--- config.mk ---
export PLATFORM = sky130hd
export DESIGN_NAME = loc_ctrl
export DESIGN_NICKNAME = d
export VERILOG_FILES = /design/src/design/loc_pkg.sv /design/src/design/loc_ctrl.sv
export SDC_FILE = /design/constraint.sdc
export NUM_CORES = 1
export LEC_CHECK = 0
export ABC_AREA = 1
export BUFFER_PORTS_ARGS = -buffer_cell sky130_fd_sc_hd__buf_2
export CORE_AREA = 5 5 112 114
export DETAILED_ROUTE_END_ITERATION = 8
export DIE_AREA = 0 0 117 119
export GPL_ROUTABILITY_DRIVEN = 0
export MAX_ROUTING_LAYER = met4
export PLACE_DENSITY = 0.87
export SYNTH_ARGS = -nofsm -noshare
export SYNTH_HDL_FRONTEND = slang
export SYNTH_SLANG_ARGS = --single-unit
--- constraint.sdc ---
create_clock -name vclk -period 2.5
set_clock_uncertainty 0.1 [all_clocks]
set_input_delay 0.375 -clock vclk [all_inputs]
set_output_delay 0.375 -clock vclk [all_outputs]
set_load 0.02 [all_outputs]
--- src/design/loc_pkg.sv ---
// shared types, codes and sizes of the lock order checker
// no dependencies
`timescale 1ns / 1ps
`default_nettype none

package loc_pkg;

  // table sizes
  localparam int THREAD_SLOTS = 16;
  localparam int STACK_DEPTH  = 8;
  localparam int DEPTH_W      = $clog2(STACK_DEPTH + 1);

  typedef logic [DEPTH_W-1:0] depth_t;
  typedef logic [3:0]         depth_out_t;

  // configuration register indexes
  localparam logic CFG_LEVEL_MIN = 1'b0;
  localparam logic CFG_LEVEL_MAX = 1'b1;

  localparam logic [7:0] LEVEL_MIN_RST = 8'd0;
  localparam logic [7:0] LEVEL_MAX_RST = 8'd3;

  typedef enum logic [1:0] {
    CMD_ENTER = 2'd0,
    CMD_EXIT  = 2'd1,
    CMD_CHECK = 2'd2,
    CMD_RESET = 2'd3
  } cmd_e;

  typedef enum logic [2:0] {
    ST_OK            = 3'd0,
    ST_ISR           = 3'd1,
    ST_BAD_LEVEL     = 3'd2,
    ST_FULL          = 3'd3,
    ST_ORDER         = 3'd4,
    ST_OVERFLOW      = 3'd5,
    ST_EXIT_MISMATCH = 3'd6
  } status_e;

  // update applied to one cell
  typedef enum logic [1:0] {
    OP_NONE  = 2'd0,
    OP_PUSH  = 2'd1,
    OP_POP   = 2'd2,
    OP_CLEAR = 2'd3
  } op_e;

  typedef struct packed {
    cmd_e        cmd;
    logic [31:0] tid;
    logic [7:0]  lvl;
    logic [31:0] key;
    logic        isr;
  } item_t;

  // broadcast to every cell
  typedef struct packed {
    logic [31:0] tid;
    logic [7:0]  lvl;
    logic [31:0] key;
    op_e         op;
    logic        hit;  // target the matching cell, else the lowest free one
  } cell_req_t;

  // state of the matching cell, or-ed along the row
  typedef struct packed {
    logic        hit;
    depth_t      depth;
    logic [7:0]  top_lvl;
    logic [31:0] top_key;
    logic [7:0]  nxt_lvl;
    logic [31:0] nxt_key;
  } cell_view_t;

  typedef struct packed {
    status_e     status;
    depth_out_t  depth_now;
    logic [7:0]  top_level;
    logic [31:0] top_key;
  } result_t;

endpackage

`default_nettype wire

--- src/design/loc_ctrl.sv ---
// decision logic: status, cell update and result of one item
// depends on loc_pkg
`timescale 1ns / 1ps
`default_nettype none

module loc_ctrl (
  input  loc_pkg::item_t      item_i,
  input  wire                 fire_i,
  input  wire [7:0]           level_min_i,
  input  wire [7:0]           level_max_i,
  input  loc_pkg::cell_view_t view_i,
  input  wire                 any_free_i,
  output loc_pkg::cell_req_t  req_o,
  output loc_pkg::result_t    res_o
);

  logic            order_ok;
  logic            level_bad;
  logic            top_match;
  logic            at_limit;
  loc_pkg::op_e    op;
  loc_pkg::status_e status;

  // push rule against the current top
  assign order_ok  = !view_i.hit || (item_i.lvl > view_i.top_lvl) ||
                     ((item_i.lvl == view_i.top_lvl) && (item_i.key >= view_i.top_key));
  assign level_bad = (item_i.lvl < level_min_i) || (item_i.lvl > level_max_i);
  assign top_match = view_i.hit && (item_i.lvl == view_i.top_lvl) &&
                     (item_i.key == view_i.top_key);
  assign at_limit  = view_i.depth >= loc_pkg::depth_t'(loc_pkg::STACK_DEPTH);

  // status and update, checks in order
  always_comb begin
    status = loc_pkg::ST_OK;
    op     = loc_pkg::OP_NONE;
    priority if (item_i.isr) begin
      status = loc_pkg::ST_ISR;
    end else if (item_i.cmd != loc_pkg::CMD_RESET && level_bad) begin
      status = loc_pkg::ST_BAD_LEVEL;
    end else begin
      unique case (item_i.cmd)
        loc_pkg::CMD_ENTER: begin
          priority if (!view_i.hit && !any_free_i) begin
            status = loc_pkg::ST_FULL;
          end else if (!order_ok) begin
            status = loc_pkg::ST_ORDER;
          end else if (view_i.hit && at_limit) begin
            status = loc_pkg::ST_OVERFLOW;
          end else begin
            op = loc_pkg::OP_PUSH;
          end
        end
        loc_pkg::CMD_EXIT: begin
          if (top_match) begin
            op = loc_pkg::OP_POP;
          end else begin
            status = loc_pkg::ST_EXIT_MISMATCH;
          end
        end
        loc_pkg::CMD_CHECK: begin
          if (!order_ok) begin
            status = loc_pkg::ST_ORDER;
          end
        end
        loc_pkg::CMD_RESET: begin
          if (view_i.hit) begin
            op = loc_pkg::OP_CLEAR;
          end
        end
        default: begin
        end
      endcase
    end
  end

  // broadcast to the row
  always_comb begin
    req_o     = '0;
    req_o.tid = item_i.tid;
    req_o.lvl = item_i.lvl;
    req_o.key = item_i.key;
    req_o.hit = view_i.hit;
    req_o.op  = fire_i ? op : loc_pkg::OP_NONE;
  end

  // thread view after the step
  always_comb begin
    res_o        = '0;
    res_o.status = status;
    if (view_i.hit) begin
      res_o.depth_now = loc_pkg::depth_out_t'(view_i.depth);
      res_o.top_level = view_i.top_lvl;
      res_o.top_key   = view_i.top_key;
    end
    unique case (op)
      loc_pkg::OP_PUSH: begin
        res_o.depth_now = loc_pkg::depth_out_t'(view_i.hit ? view_i.depth : '0) +
                          loc_pkg::depth_out_t'(1);
        res_o.top_level = item_i.lvl;
        res_o.top_key   = item_i.key;
      end
      loc_pkg::OP_POP: begin
        if (view_i.depth == loc_pkg::depth_t'(1)) begin
          res_o.depth_now = '0;
          res_o.top_level = '0;
          res_o.top_key   = '0;
        end else begin
          res_o.depth_now = loc_pkg::depth_out_t'(view_i.depth - loc_pkg::depth_t'(1));
          res_o.top_level = view_i.nxt_lvl;
          res_o.top_key   = view_i.nxt_key;
        end
      end
      loc_pkg::OP_CLEAR: begin
        res_o.depth_now = '0;
        res_o.top_level = '0;
        res_o.top_key   = '0;
      end
      default: begin
      end
    endcase
  end

endmodule

`default_nettype wire

==> results_dict.tcl <==
set metrics [dict create \
    synth_fp_nets 989 \
    hold_end "req_o[44]" \
    path_class "in2out" \
    yosys_warnings 0 \
    post_drt_via_cell_ratio 5.423 \
    floorplan.core_area_mm2 0.01132 \
    grt_pass1_vias 6265 \
    pwr-share-clk 0 \
    seq_area_um2 0 \
    area_growth_pct 99.11 \
    synth_common_cells "161 x inv_1, 129 x nand3_1, 112 x nand2_1" \
    fp.dieW_um 117 \
    vias 6096 \
    grt.total_usage 0.2719 \
    swShare 0.5237 \
    grt_max_degree 40 \
    leakagePower_uw 0.004484 \
    fmax_mhz 337.0 \
    drcViolationCount 0 \
    rsz0062_at_grt "yes" \
    cp_slowest_cell "bufbuf_16" \
    fp.dieH_um 119 \
    grt_first_pass_wirelength_um 30210 \
    fin_area_mm2 0.008162 \
    max_stage_delay_ps 290 \
    synth_xor_area_frac 0.006410 \
    ant_nets 0 \
    drive_above_1_share 0.5822 \
    critPathArrivalTime_ps 2490 \
    start_util 0.3621 \
    crit_required_ps 2030 \
    yosys.area_share.adder 0.1770 \
    nClkBuffers 0 \
    violations "negative setup slack" \
    hp-start "item_i[42]" \
    setup_violations 48 \
    wl_per_cell_um 18.78 \
    path_max_fanout 7 \
    syn_avg_cell_area_um2 5.443 \
    pre_cts_ws_ps -590.9 \
    worstPathCellList "buf_8 > inv_4 > ha_4 > nand2_4 > nor2_4 > buf_4 > a21oi_4 > nand2_1 > nor2_1 > nand2_1 > nand2_2 > nand2_2 > nand3_2 > nand2_4 > nand2_8 > bufbuf_16 > nand3_2 > nand3_4 > buf_6" \
    relSlewSlack 0.7963 \
    multi_input_area_mm2 0.004218 \
    combinationalPowerShare 1.000 \
    std_cell_rows 39 \
    fin_crit_ps 2968 \
    first_pass_iters 5 \
    drt_iter0_markers 371 \
    dpl_cell_area_mm2 0.005974 \
    layout_setup_ws_ps -467.8 \
    worst_pin_slew_ps 303.2 \
    io_pins 300 \
    hold_viol 0 \
    yosysTopAreaCell "ha_1" \
    yosysSeqAreaShare 0 \
    p_int_uw 723.6 \
    cp-start-kind "input pin" \
    cellPowerDensity_mw_per_mm2 186.1 \
    slew_violations 0 \
    die_area_mm2 0.01392 \
    portBuffers 236 \
    antenna_found_initial 2 \
    syn_area_mm2 0.004099 \
    dp_hpwl_um 13230 \
    overflow 0 \
    nFlopsAndLatches 0 \
    yosysMostFrequentCell "inv_1" \
    synth_simple_gate_area_frac 0.4380 \
    outcome "complete, but fails checks" \
    nets 1217 \
    final_util 0.7209 \
    ys_types 27 \
    dp_cells 1087 \
    fin_crit_sh 1.187 \
    synth_area_leaders "ha_1 18%, nand3_1 16%, inv_1 15%, buf_4 13%, nand2_1 10%" \
    hold_depth 0 \
    wl_um 21110 \
    synth_top_family_by_area "simple AND/OR/NAND/NOR gates" \
    hold_path.class "in2out" \
    setup_tns_ps -18910 \
    fin_cells 1124 \
    syn_inst 753 \
    critPathCaptureType "output port" \
    cap_viol_max_count 0 \
    synthMuxAreaShare 0 \
    yosysTopAreaCellShare 0.1770 \
    fillers 809 \
    ir_worst_vdd_v 0.0001234 \
    p_switching_uw 795.6 \
    synth_compound_area_frac 0.05220 \
    seq_power_share 0 \
]
==> cell usage in the layout (no fill, tap or decap), types with 3 or more instances in the layout <==
master,netlist,layout
a21oi_1,26,18
a21oi_2,0,7
buf_12,0,15
buf_16,0,11
buf_2,13,136
buf_4,73,73
buf_6,2,90
buf_8,0,9
clkbuf_16,0,3
ha_1,58,24
ha_4,0,34
inv_1,161,130
inv_2,2,17
inv_4,0,12
nand2_1,112,85
nand2_2,1,15
nand2_4,2,14
nand3_1,129,34
nand3_2,12,75
nand3_4,0,32
nand4_1,46,46
nor2_1,70,55
nor2_4,0,15
o21ai_1,3,5
==> kinds of logic after synthesis <==
| family | Yosys count |
|---|---|
| and+or+nand+nor | 377 |
| buffers and inverters | 275 |
| adders and majority gates | 58 |
| AOI/OAI and AO/OA | 40 |
| xor gates and xnor gates | 3 |
==> what timing repair did <==
item                                    CTS  global route
setup buffers                            21             4
endpoints found under the setup margin   48            48
hold buffers                              0             0
gates cloned                             12             3
resized for setup                       246           142
pin swaps                                40            62
==> critical path: cells and delay by family <==
family	cells	cell delay, ps
fa+ha+maj	1	210
buf+inv	5	690
simple gates	12	1050
compound gates	1	160
==> how the worst max path moves through the flow <==
stage / startpoint / end / slack (ps) / depth (start not counted)
5_1_grt: view_i[41] / res_o[35] / -620 / 22
6_report: view_i[71] / res_o[34] / -470 / 19
3_5_place_dp: view_i[69] / res_o[3] / -590 / 19
3_3_place_gp: view_i[41] / res_o[30] / -570 / 19
2_1_floorplan: view_i[61] / res_o[1] / -30 / 19
4_1_cts: view_i[53] / res_o[23] / -410 / 21
==> layout make-up <==
class,count,share of cell area
multi-input combinational,478,0.5168
inverter,163,0.08232
timing repair buffer,338,0.3784
tap,143,0.02192
antenna,2,0.0006132
==> power by group through the flow <==
stage | logic (uW) | clock network [uW] | registers (uW)
2_1_floorplan | 733 | 0 | 0
3_3_place_gp | 1040 | 0 | 0
3_5_place_dp | 1060 | 0 | 0
4_1_cts | 1350 | 0 | 0
5_1_grt | 1620 | 0.000107 | 0
6_report | 1520 | 0.000107 | 0
==> metrics by stage <==
| stage | hold slack, ps | power (uW) |
|---|---|---|
| after detailed placement | 650.1 | 1061 |
| final | 650.0 | 1519 |
| after CTS | 650.1 | 1347 |
| after global placement | 650.1 | 1035 |
| after floorplan | 726.6 | 733.2 |
| after global routing | 650.0 | 1625 |
==> metal layers <==
layer	wire length, um	share of wire	global-route usage	vias up
li1	-	-	-	2806
met1	7312	0.35	0.2822	2813
met2	11110	0.53	0.4979	361
met3	1449	0.069	0.03651	116
met4	1238	0.059	0.1247	0
met5	0	0	-	-
Power figures use the tool's default switching activity.
