$ cat src/design/loc_pkg.sv
// shared types, codes and sizes of the lock order checker
// no dependencies
`timescale 1ns / 1ps
`default_nettype none

package loc_pkg;

  // table sizes
  localparam int THREAD_SLOTS = 16;
  localparam int STACK_DEPTH  = 8;
  localparam int DEPTH_W      = $clog2(STACK_DEPTH + 1);

  typedef logic [DEPTH_W-1:0] depth_t;
  typedef logic [3:0]         depth_out_t;

  // configuration register indexes
  localparam logic CFG_LEVEL_MIN = 1'b0;
  localparam logic CFG_LEVEL_MAX = 1'b1;

  localparam logic [7:0] LEVEL_MIN_RST = 8'd0;
  localparam logic [7:0] LEVEL_MAX_RST = 8'd3;

  typedef enum logic [1:0] {
    CMD_ENTER = 2'd0,
    CMD_EXIT  = 2'd1,
    CMD_CHECK = 2'd2,
    CMD_RESET = 2'd3
  } cmd_e;

  typedef enum logic [2:0] {
    ST_OK            = 3'd0,
    ST_ISR           = 3'd1,
    ST_BAD_LEVEL     = 3'd2,
    ST_FULL          = 3'd3,
    ST_ORDER         = 3'd4,
    ST_OVERFLOW      = 3'd5,
    ST_EXIT_MISMATCH = 3'd6
  } status_e;

  // update applied to one cell
  typedef enum logic [1:0] {
    OP_NONE  = 2'd0,
    OP_PUSH  = 2'd1,
    OP_POP   = 2'd2,
    OP_CLEAR = 2'd3
  } op_e;

  typedef struct packed {
    cmd_e        cmd;
    logic [31:0] tid;
    logic [7:0]  lvl;
    logic [31:0] key;
    logic        isr;
  } item_t;

  // broadcast to every cell
  typedef struct packed {
    logic [31:0] tid;
    logic [7:0]  lvl;
    logic [31:0] key;
    op_e         op;
    logic        hit;  // target the matching cell, else the lowest free one
  } cell_req_t;

  // state of the matching cell, or-ed along the row
  typedef struct packed {
    logic        hit;
    depth_t      depth;
    logic [7:0]  top_lvl;
    logic [31:0] top_key;
    logic [7:0]  nxt_lvl;
    logic [31:0] nxt_key;
  } cell_view_t;

  typedef struct packed {
    status_e     status;
    depth_out_t  depth_now;
    logic [7:0]  top_level;
    logic [31:0] top_key;
  } result_t;

endpackage

`default_nettype wire

$ cat src/design/loc_cell.sv
// one thread slot: owner id, depth and a shift-register lock stack
// depends on loc_pkg
`timescale 1ns / 1ps
`default_nettype none

module loc_cell (
  input  wire                 clk_i,
  input  wire                 rst_ni,
  input  loc_pkg::cell_req_t  req_i,
  input  wire                 free_i,   // some lower cell is free
  output logic                free_o,
  input  loc_pkg::cell_view_t view_i,
  output loc_pkg::cell_view_t view_o
);

  logic              active_q, active_d;
  logic [31:0]       tid_q, tid_d;
  loc_pkg::depth_t   depth_q, depth_d;
  // entry 0 is the top of the stack
  logic [7:0]        lvl_q [loc_pkg::STACK_DEPTH];
  logic [7:0]        lvl_d [loc_pkg::STACK_DEPTH];
  logic [31:0]       key_q [loc_pkg::STACK_DEPTH];
  logic [31:0]       key_d [loc_pkg::STACK_DEPTH];

  logic                match;
  logic                target;
  loc_pkg::cell_view_t own_view;

  localparam int NxtIdx = (loc_pkg::STACK_DEPTH > 1) ? 1 : 0;

  // slot match and lowest-free chain
  assign match  = active_q && (tid_q == req_i.tid);
  assign free_o = free_i || !active_q;
  assign target = req_i.hit ? match : (!active_q && !free_i);

  // pass the matching cell's view along the row
  always_comb begin
    own_view         = '0;
    own_view.hit     = 1'b1;
    own_view.depth   = depth_q;
    own_view.top_lvl = lvl_q[0];
    own_view.top_key = key_q[0];
    own_view.nxt_lvl = lvl_q[NxtIdx];
    own_view.nxt_key = key_q[NxtIdx];
    view_o = view_i;
    if (match) begin
      view_o = loc_pkg::cell_view_t'(view_i | own_view);
    end
  end

  // slot update
  always_comb begin
    active_d = active_q;
    tid_d    = tid_q;
    depth_d  = depth_q;
    lvl_d    = lvl_q;
    key_d    = key_q;
    if (target) begin
      unique case (req_i.op)
        loc_pkg::OP_PUSH: begin
          if (!active_q) begin
            active_d = 1'b1;
            tid_d    = req_i.tid;
          end
          depth_d  = depth_q + loc_pkg::depth_t'(1);
          lvl_d[0] = req_i.lvl;
          key_d[0] = req_i.key;
          for (int i = 1; i < loc_pkg::STACK_DEPTH; i++) begin
            lvl_d[i] = lvl_q[i-1];
            key_d[i] = key_q[i-1];
          end
        end
        loc_pkg::OP_POP: begin
          depth_d = depth_q - loc_pkg::depth_t'(1);
          if (depth_q == loc_pkg::depth_t'(1)) begin
            active_d = 1'b0;
          end
          for (int i = 0; i < loc_pkg::STACK_DEPTH - 1; i++) begin
            lvl_d[i] = lvl_q[i+1];
            key_d[i] = key_q[i+1];
          end
        end
        loc_pkg::OP_CLEAR: begin
          active_d = 1'b0;
          depth_d  = '0;
        end
        default: begin
        end
      endcase
    end
  end

  // control state
  always_ff @(posedge clk_i or negedge rst_ni) begin
    if (!rst_ni) begin
      active_q <= 1'b0;
      depth_q  <= '0;
    end else begin
      active_q <= active_d;
      depth_q  <= depth_d;
    end
  end

  // owner id and stack entries, only read while valid
  always_ff @(posedge clk_i) begin
    tid_q <= tid_d;
    lvl_q <= lvl_d;
    key_q <= key_d;
  end

endmodule

`default_nettype wire

$ cat config.mk
export PLATFORM = sky130hd
export DESIGN_NAME = loc_cell
export DESIGN_NICKNAME = d
export VERILOG_FILES = /design/src/design/loc_pkg.sv /design/src/design/loc_cell.sv
export SDC_FILE = /design/constraint.sdc
export NUM_CORES = 1
export LEC_CHECK = 0
export BUFFER_PORTS_ARGS = -buffer_cell sky130_fd_sc_hd__buf_2
export CAP_MARGIN = 25
export CORE_MARGIN = 10
export CORE_UTILIZATION = 57
export CTS_CLUSTER_DIAMETER = 150
export DETAILED_ROUTE_END_ITERATION = 16
export GPL_ROUTABILITY_DRIVEN = 0
export HOLD_SLACK_MARGIN = 0.03
export PLACE_DENSITY = 0.91
export SETUP_SLACK_MARGIN = 0.05
export SLEW_MARGIN = 20
export SYNTH_ARGS = -nofsm -noshare
export SYNTH_HDL_FRONTEND = slang
export SYNTH_SLANG_ARGS = --single-unit
$ cat constraint.sdc
create_clock -name clk_i -period 21.4 [get_ports clk_i]
set_input_delay 4.28 -clock clk_i [delete_from_list [all_inputs] [get_ports clk_i]]
set_output_delay 4.28 -clock clk_i [all_outputs]
set_load 0.01 [all_outputs]
==> run_results.csv, run 1 <==
group,metric,value,unit
clock_tree,hold_buffers,0,
timing,slew_headroom,32.5,%
floorplan,initial_core_util,57.5,%
floorplan,io_pins,249,
detailed_routing,first_pass_iters,5,
placed_design,dp_hpwl,17.8,mm
synth,netlist_area,15400,um^2
clock_tree,clockRootBuffer,"clkbuf_16",
setup_path,rr_worst_depth,9,
clock_tree,htreeDepth,2,
synth,ys_types,35,
setup_path,cp-start-kind,"input pin",
detailed_routing,ant_nets,0,
cells_and_area,syn2layout_area_growth,17.8,%
setup_path,crit_type,"in -> out",
floorplan,row_count,60,
synth,synth_nets,1035,
setup_path,path_max_fanout,89,
setup_path,slowest_delay,0.75,ns
hold_path,holdPathEnd,"lvl_q[5]",
global_route,first_global_vias,8714,
synth,yosysSeqAreaShare,69.6,%
synth,yosys_warnings,0,
clock_tree,post_cts_resized,0,
detailed_routing,drc,0,
setup_path,end_kind,"output port",
cells_and_area,multiInputGateArea,4500,um^2
job,drv_cap,0,
hold_path,hold_start,"lvl_q[13]",
clock_tree,clk_pin_slew,0.06,ns
detailed_routing,wirelength,27.8,mm
clock_tree,cts_setup_buffers,0,
setup_path,reg2reg_from,"tid_q[6]",
setup_path,crit_required,17.12,ns
timing,hold_viol,0,
setup_path,path_common_cell,"buf_2",
placed_design,placed_area,17000,um^2
timing,finalSetupTns,0,ns
setup_path,arrival,6.65,ns
timing,worst_slew_pin_slew,1.01,ns
power_and_ir_drop,irDropWorstVdd,62.0,uV
timing,min_period_over_period,51.1,%
timing,max_freq,0.0915,GHz
clock_tree,cts-buffers-inserted,36,
clock_tree,cts_tree,"done",
status,outcome,"finished clean",
clock_tree,cts_buffer_depth,3,
global_route,grt_start_max_net_pins,93,
setup_path,ff2ff_setup_slack,15.77,ns
cells_and_area,utilization,67.7,%
timing,slew_violations,0,
synth,ys_seq_elements,357,
cells_and_area,antenna_cells,0,
cells_and_area,ff_latch_area,10700,um^2
setup_path,worstPathCellList,"buf_2, xor2_1, nor4_1, nand4_1, nor4_4, buf_4, a21o_1, buf_2",
synth,syn_avg_cell_area,17.8,um^2
cells_and_area,drive_above_1_share,51.7,%
floorplan,fp.dieH,184,um
global_route,grt_pass1_wl,44.3,mm
clock_tree,clock-sinks,357,
setup_path,slowest_stage,"buf_4",
synth,synth_cells,865,
floorplan,dieArea,33900,um^2
detailed_routing,num_vias,8263,
setup_path,reg2reg_to,"key_q[74]",
floorplan,core,26700,um^2
cells_and_area,final_cell_area,18100,um^2
power_and_ir_drop,p_leak,6.79,nW
floorplan,die_w,184,um
global_route,antenna_found_initial,0,
placed_design,io_buffers,248,
detailed_routing,drtIter0Drc,558,
power_and_ir_drop,total_power,1.57,mW
hold_path,min_path_cells,0,
timing,skew,0.0180,ns
timing,rsz0062_at_grt,"no",
cells_and_area,fin_nets,1290,
cells_and_area,nFillCells,1715,
global_route,grt_use_total,15.8,%
detailed_routing,viasPerCell,5.57,
timing,setup_viol,0,
timing,min_period,10.93,ns
global_route,grt_overflow,0,
power_and_ir_drop,power.density,87.0,nW/um^2
timing,whs,0.446,ns
detailed_routing,routedWlPerCell,18.7,um
hold_path,hold_class,"reg -> reg",
clock_tree,clkLatencyLatePin,0.50,ns
[sequential cells by signal (all words and copies together), names as in the netlist]
signal	cells
key_q	256
lvl_q	64
tid_q	32
depth_q	4
active_q	1
[kinds of logic after synthesis]
| kind of cell | synth area share, % |
|---|---|
| flops | 69.6 |
| mux | 20.7 |
| compound gates | 4.98 |
| buf+inv | 1.31 |
| simple gates | 1.27 |
| xor+xnor | 1.54 |
| fa+ha+maj | 0.570 |
[worst max path at each step]
stage               startpoint         end  slack (ns)  depth (start not counted)
floorplan            req_i[53]  key_q[100]        2.58                          6
global placement     req_i[49]  view_o[70]       10.47                          8
detailed placement   req_i[66]  view_o[54]       10.43                          8
CTS                  req_i[66]  view_o[54]       10.41                          8
global route         req_i[49]  view_o[58]       10.28                          8
finish               req_i[49]  view_o[54]       10.47                          8
[Yosys cell counts]
library cell  instances  area [um^2]
o22ai_1               2         12.5
or3_1                 1         6.26
dfrtp_1               5          125
a21oi_1               7         35.0
ha_1                  7         87.6
and4b_1               1         10.0
nand2b_1              1         6.26
mux2i_1               2         20.0
mux2_2              281         3160
buf_2                 5         25.0
o211ai_1              1         7.51
nand4_1               3         18.8
nor3_1                1         5.00
a222oi_1              1         10.0
a21oi_2               1         8.76
nand2_1               4         15.0
nor3b_1               1         7.51
buf_1                 2         7.51
nor2_1                7         26.3
or2_2                 1         6.26
o21ai_0               7         35.0
edfxtp_1            352        10600
o31ai_1               1         7.51
xor2_1               17          149
a221oi_1              1         8.76
or4_1                 1         7.51
a32oi_1               1         8.76
a21o_1               84          631
inv_1                10         37.5
nor2b_1               3         18.8
nand3_1               3         15.0
nor4_1                5         31.3
clkbuf_1             35          131
xnor2_1              10         87.6
nor4_4                1         21.3
[layer usage]
metal,up-vias,GRT usage [%],part of all wire [%]
met2,240,26.2,50
li1,3899,-,-
met5,-,0,0
met1,4080,20.4,42
met4,0,4.46,1.9
met3,44,3.74,5.9
[worst max-delay path, delay by kind of cell]
kind | cells | cell delay, ns
AOI/OAI and AO/OA | 1 | 0.23
xor gates and xnor gates | 1 | 0.15
buffers and inverters | 3 | 1.00
and+or+nand+nor | 3 | 0.93
[placed cells by master, fill, tap and decap left out, drive strengths merged, types with 7 or more instances in the layout]
| cell | netlist | routed |
|---|---|---|
| a21o | 84 | 84 |
| a21oi | 8 | 8 |
| buf | 7 | 259 |
| clkbuf | 35 | 52 |
| edfxtp | 352 | 352 |
| ha | 7 | 7 |
| inv | 10 | 10 |
| mux2 | 281 | 281 |
| nor2 | 7 | 7 |
| o21ai | 7 | 7 |
| xnor2 | 10 | 10 |
| xor2 | 17 | 17 |
[per-stage QoR]
step,instances,setup slack [ns]
2_1_floorplan,865,2.58
6_report,1483,10.47
5_1_grt,1483,10.28
3_5_place_dp,1421,10.43
4_1_cts,1481,10.41
3_3_place_gp,1421,10.47
[area by class of cell]
class                           instances  share of cell area, %
Clock buffer                           52                   5.43
Sequential cell                       357                   59.1
Inverter                               10                  0.207
Multi-Input combinational cell        456                   24.9
Tap cell                              341                   2.36
Timing Repair Buffer                  259                   7.56
Clock inverter                          8                  0.484
[where the power goes]
group	switching, mW	leakage (nW)	total [mW]	internal (mW)
Clock	0.242	0.521	0.583	0.342
Sequential	0.0255	3.26	0.849	0.823
Combinational	0.0698	3.01	0.142	0.0722
Power figures use the tool's default switching activity.
==> inputs of run 2 (changes only) <==
==> constraint.sdc (replaced) <==
create_clock -name clk_i -period 10.95 [get_ports clk_i]
set_input_delay 2.19 -clock clk_i [delete_from_list [all_inputs] [get_ports clk_i]]
set_output_delay 2.19 -clock clk_i [all_outputs]
set_load 0.01 [all_outputs]
==> run_results.csv, run 2 (same netlist as run 1, synthesis figures left out) <==
group,metric,value,unit
global_route,grt_overflow,0,
timing,min_period,6.43,ns
floorplan,core,26700,um^2
detailed_routing,drtIter0Drc,764,
cells_and_area,antenna_cells,0,
clock_tree,hold_buffers,0,
global_route,antenna_found_initial,0,
hold_path,hold_start,"key_q[35]",
placed_design,dp_slack,4.49,ns
timing,finalSetupTns,0,ns
clock_tree,clk_pin_slew,0.06,ns
setup_path,reg2reg_from,"tid_q[10]",
cells_and_area,largest_reg_flops,256,
detailed_routing,num_vias,8351,
clock_tree,cts_setup_buffers,0,
cells_and_area,layout_commonest_cell,"edfxtp_1",
timing,worst_slack,4.52,ns
timing,slew_violations,0,
cells_and_area,final_cell_area,18200,um^2
clock_tree,cts_tree,"done",
cells_and_area,top_register,"key_q",
floorplan,initial_core_util,57.5,%
power_and_ir_drop,irDropWorstVdd,96.3,uV
setup_path,cp-start-kind,"input pin",
floorplan,fp.dieH,184,um
detailed_routing,wirelength,28.7,mm
detailed_routing,viasPerCell,5.63,
power_and_ir_drop,power.density,171,nW/um^2
setup_path,end_kind,"output port",
detailed_routing,drc,0,
placed_design,dp_hpwl,18.5,mm
clock_tree,cts_buffer_depth,3,
clock_tree,cts-buffers-inserted,36,
clock_tree,clock-sinks,357,
setup_path,crit_required,8.76,ns
cells_and_area,reg_top3,"key_q: 256 flops, lvl_q: 64 flops, tid_q: 32 flops",
hold_path,holdPathEnd,"key_q[3]",
setup_path,reg2reg_to,"key_q[49]",
global_route,grt_pass1_wl,45.2,mm
hold_path,min_path_cells,0,
clock_tree,clkLatencyLatePin,0.51,ns
timing,skew,0.0192,ns
cells_and_area,fin_nets,1291,
setup_path,rr_worst_depth,10,
timing,min_period_over_period,58.7,%
clock_tree,htreeDepth,2,
timing,setup_viol,0,
floorplan,dieArea,33900,um^2
clock_tree,clockRootBuffer,"clkbuf_16",
global_route,first_global_vias,8843,
cells_and_area,mostFrequentLayoutCells,"edfxtp_1, mux2_2, buf_2, a21o_1, clkbuf_16",
setup_path,path_max_fanout,50,
floorplan,row_count,60,
power_and_ir_drop,p_leak,6.81,nW
timing,max_freq,0.156,GHz
setup_path,crit_type,"in -> out",
cells_and_area,drive_above_1_share,51.9,%
floorplan,io_pins,249,
placed_design,io_buffers,248,
detailed_routing,routedWlPerCell,19.3,um
timing,rsz0062_at_grt,"no",
global_route,grt_start_max_net_pins,150,
timing,hold_viol,0,
detailed_routing,first_pass_iters,5,
setup_path,arrival,4.24,ns
global_route,grt_use_total,16.4,%
timing,whs,0.441,ns
placed_design,placed_area,17000,um^2
status,outcome,"finished clean",
timing,slew_headroom,34.3,%
job,drv_cap,0,
floorplan,die_w,184,um
clock_tree,post_cts_resized,0,
cells_and_area,syn2layout_area_growth,18.2,%
setup_path,ff2ff_setup_slack,6.84,ns
timing,worst_slew_pin_slew,0.985,ns
hold_path,hold_class,"reg -> reg",
detailed_routing,ant_nets,0,
run 2: how the worst max path moves through the flow:
stage	startpoint	end	slack [ns]	depth (start not counted)
after global routing	req_i[55]	view_o[20]	4.37	8
after floorplan	req_i[53]	key_q[100]	2.81	6
after detailed placement	req_i[55]	view_o[20]	4.49	8
final	req_i[53]	view_o[82]	4.52	8
after CTS	req_i[55]	view_o[20]	4.49	8
after global placement	req_i[55]	key_q[238]	4.44	9
run 2: routing by layer:
layer / global-route usage [%] / up-vias / wire [um]
met3: 4.51 / 53 / 1780
met4: 5.01 / 0 / 623
met5: 0 / - / 0
met1: 20.6 / 4147 / 12100
met2: 27.0 / 255 / 14200
li1: - / 3896 / -
run 2: area by class of cell:
class	instances	area (um^2)
sequential	357	10700
clock inverter	12	130
clock buffer	48	967
tap	341	427
multi-input combinational	456	4500
timing repair buffer	260	1400
inverter	10	37.5
fill	1750	8570
run 2: worst max-delay path, stage by stage:
cell	delay (ns)
buf_2	0.11
xnor2_1	0.16
o211ai_1	0.09
or4_1	0.57
nor4_4	0.26
buf_4	0.48
a21o_1	0.22
buf_2	0.14
run 2: stage by stage:
stage          utilization (%)  cells  total power [mW]
4_1_cts                   67.8   1483              3.14
5_1_grt                   67.9   1484              3.23
3_3_place_gp              63.5   1421              1.95
2_1_floorplan                -    865              1.87
6_report                  67.9   1484              3.11
3_5_place_dp              63.7   1423              1.97
run 2: where the power goes:
group | total, mW | internal, mW | switching [mW]
Clock | 1.17 | 0.688 | 0.483
Sequential | 1.66 | 1.61 | 0.0508
Combinational | 0.281 | 0.144 | 0.137
Total | 3.11 | 2.44 | 0.671
==> inputs of run 3 (changes only) <==
--- a/config.mk
+++ b/config.mk
@@ -8,12 +8,12 @@
 export BUFFER_PORTS_ARGS = -buffer_cell sky130_fd_sc_hd__buf_2
 export CAP_MARGIN = 25
 export CORE_MARGIN = 10
-export CORE_UTILIZATION = 57
+export CORE_UTILIZATION = 51
 export CTS_CLUSTER_DIAMETER = 150
 export DETAILED_ROUTE_END_ITERATION = 16
 export GPL_ROUTABILITY_DRIVEN = 0
 export HOLD_SLACK_MARGIN = 0.03
-export PLACE_DENSITY = 0.91
+export PLACE_DENSITY = 0.87
 export SETUP_SLACK_MARGIN = 0.05
 export SLEW_MARGIN = 20
 export SYNTH_ARGS = -nofsm -noshare
==> constraint.sdc (replaced) <==
create_clock -name clk_i -period 5.4 [get_ports clk_i]
set_input_delay 1.08 -clock clk_i [delete_from_list [all_inputs] [get_ports clk_i]]
set_output_delay 1.08 -clock clk_i [all_outputs]
set_load 0.01 [all_outputs]
==> run_results.csv, run 3 (same netlist as run 1, synthesis figures left out) <==
group,metric,value,unit
global_route,grt_start_max_net_pins,132,
detailed_routing,first_pass_iters,4,
clock_tree,post_cts_resized,0,
cells_and_area,top_register,"key_q",
setup_path,end_kind,"output port",
setup_path,reg2reg_from,"tid_q[8]",
setup_path,reg2reg_to,"key_q[148]",
floorplan,io_pins,249,
detailed_routing,routedWlPerCell,18.0,um
timing,setup_viol,0,
global_route,grt_overflow,0,
setup_path,rr_worst_depth,8,
global_route,antenna_found_initial,5,
clock_tree,htreeDepth,2,
cells_and_area,mostFrequentLayoutCells,"edfxtp_1, mux2_2, buf_2, a21o_1, clkbuf_16",
floorplan,initial_core_util,51.7,%
setup_path,crit_start,"req_i[55]",
floorplan,fp.dieH,194,um
power_and_ir_drop,irDropWorstVdd,229,uV
setup_path,crit_required,4.32,ns
setup_path,arrival,3.03,ns
timing,rsz0062_at_grt,"no",
setup_path,cp-start-kind,"input pin",
timing,min_period_over_period,76.0,%
cells_and_area,drive_above_1_share,53.0,%
timing,whs,0.387,ns
placed_design,io_buffers,248,
clock_tree,cts-buffers-inserted,38,
timing,max_freq,0.244,GHz
detailed_routing,drtIter0Drc,468,
global_route,first_global_vias,8759,
clock_tree,cts_tree,"done",
floorplan,core,29700,um^2
floorplan,die_w,194,um
detailed_routing,ant_nets,0,
clock_tree,clkLatencyLatePin,0.51,ns
floorplan,row_count,63,
clock_tree,clockRootBuffer,"clkbuf_16",
cells_and_area,layout_commonest_cell,"edfxtp_1",
cells_and_area,largest_reg_flops,256,
clock_tree,cts_buffer_depth,3,
placed_design,dp_hpwl,18.5,mm
cells_and_area,syn2layout_area_growth,20.0,%
clock_tree,clock-sinks,357,
setup_path,crit_type,"in -> out",
power_and_ir_drop,p_leak,6.91,nW
global_route,grt_pass1_wl,45.5,mm
detailed_routing,num_vias,8259,
cells_and_area,fin_cells,1547,
timing,slew_violations,0,
cells_and_area,fin_nets,1293,
job,drv_cap,0,
timing,worst_slew_pin_slew,0.735,ns
hold_path,hold_class,"in -> async",
timing,min_period,4.11,ns
setup_path,path_max_fanout,89,
cells_and_area,utilization,62.1,%
clock_tree,clk_pin_slew,0.06,ns
detailed_routing,viasPerCell,5.34,
global_route,grt_use_total,14.3,%
clock_tree,cts_setup_buffers,0,
status,outcome,"finished clean",
clock_tree,hold_buffers,0,
detailed_routing,drc,0,
timing,slew_headroom,51.0,%
power_and_ir_drop,power.density,351,nW/um^2
timing,skew,0.0137,ns
timing,hold_viol,0,
floorplan,dieArea,37500,um^2
setup_path,ff2ff_setup_slack,2.06,ns
placed_design,numPlacedInstances,1473,
detailed_routing,wirelength,27.8,mm
cells_and_area,reg_top3,"key_q: 256 flops, lvl_q: 64 flops, tid_q: 32 flops",
-- run 3: final cells by class --
type                    count  area [um^2]
repair buffers            260         1440
multi-input cells         456         4540
clock buffers              49         1060
well taps                 390          488
flip-flops and latches    357        10700
clock inverters            20          176
fillers                  2153        11300
diodes                      5         12.5
inverters                  10         37.5
-- run 3: report_power, final --
group | internal (mW) | switching (mW)
Combinational | 0.293 | 0.271
Sequential | 3.26 | 0.0996
Clock | 1.53 | 1.02
Total | 5.08 | 1.39
-- run 3: through the flow --
stage / worst slack [ns] / power [mW] / cell area, um^2 / setup TNS (ns)
5_1_grt: 1.18 / 6.74 / 18400 / 0
2_1_floorplan: -1.47 / 3.79 / 15400 / -411.03
4_1_cts: 1.32 / 6.55 / 18400 / 0
3_5_place_dp: 1.32 / 3.99 / 17200 / 0
3_3_place_gp: 1.40 / 3.95 / 17200 / 0
6_report: 1.29 / 6.47 / 18400 / 0
-- run 3: how the worst max path moves through the flow --
| stage | to | slack, ns | depth (start not counted) |
|---|---|---|---|
| after global routing | view_o[24] | 1.18 | 8 |
| after floorplan | key_q[100] | -1.47 | 6 |
| after detailed placement | view_o[74] | 1.32 | 8 |
| final | view_o[24] | 1.29 | 8 |
| after global placement | view_o[24] | 1.40 | 8 |
| after CTS | view_o[74] | 1.32 | 8 |
-- run 3: layer usage --
| metal | part of all wire (%) | wire length, um | track usage (%) | up-vias |
|---|---|---|---|---|
| met4 | 2.0 | 558 | 4.29 | 0 |
| met3 | 5.5 | 1540 | 3.61 | 40 |
| met5 | 0 | 0 | 0 | - |
| met1 | 43 | 11900 | 18.2 | 4066 |
| met2 | 50 | 13800 | 23.8 | 228 |
| li1 | - | - | - | 3925 |
-- run 3: critical path, stage by stage --
cell	delay, ns
buf_2	0.12
xor2_1	0.15
nor4_1	0.38
nand4_1	0.20
nor4_4	0.35
buf_12	0.38
a21o_1	0.18
buf_2	0.13
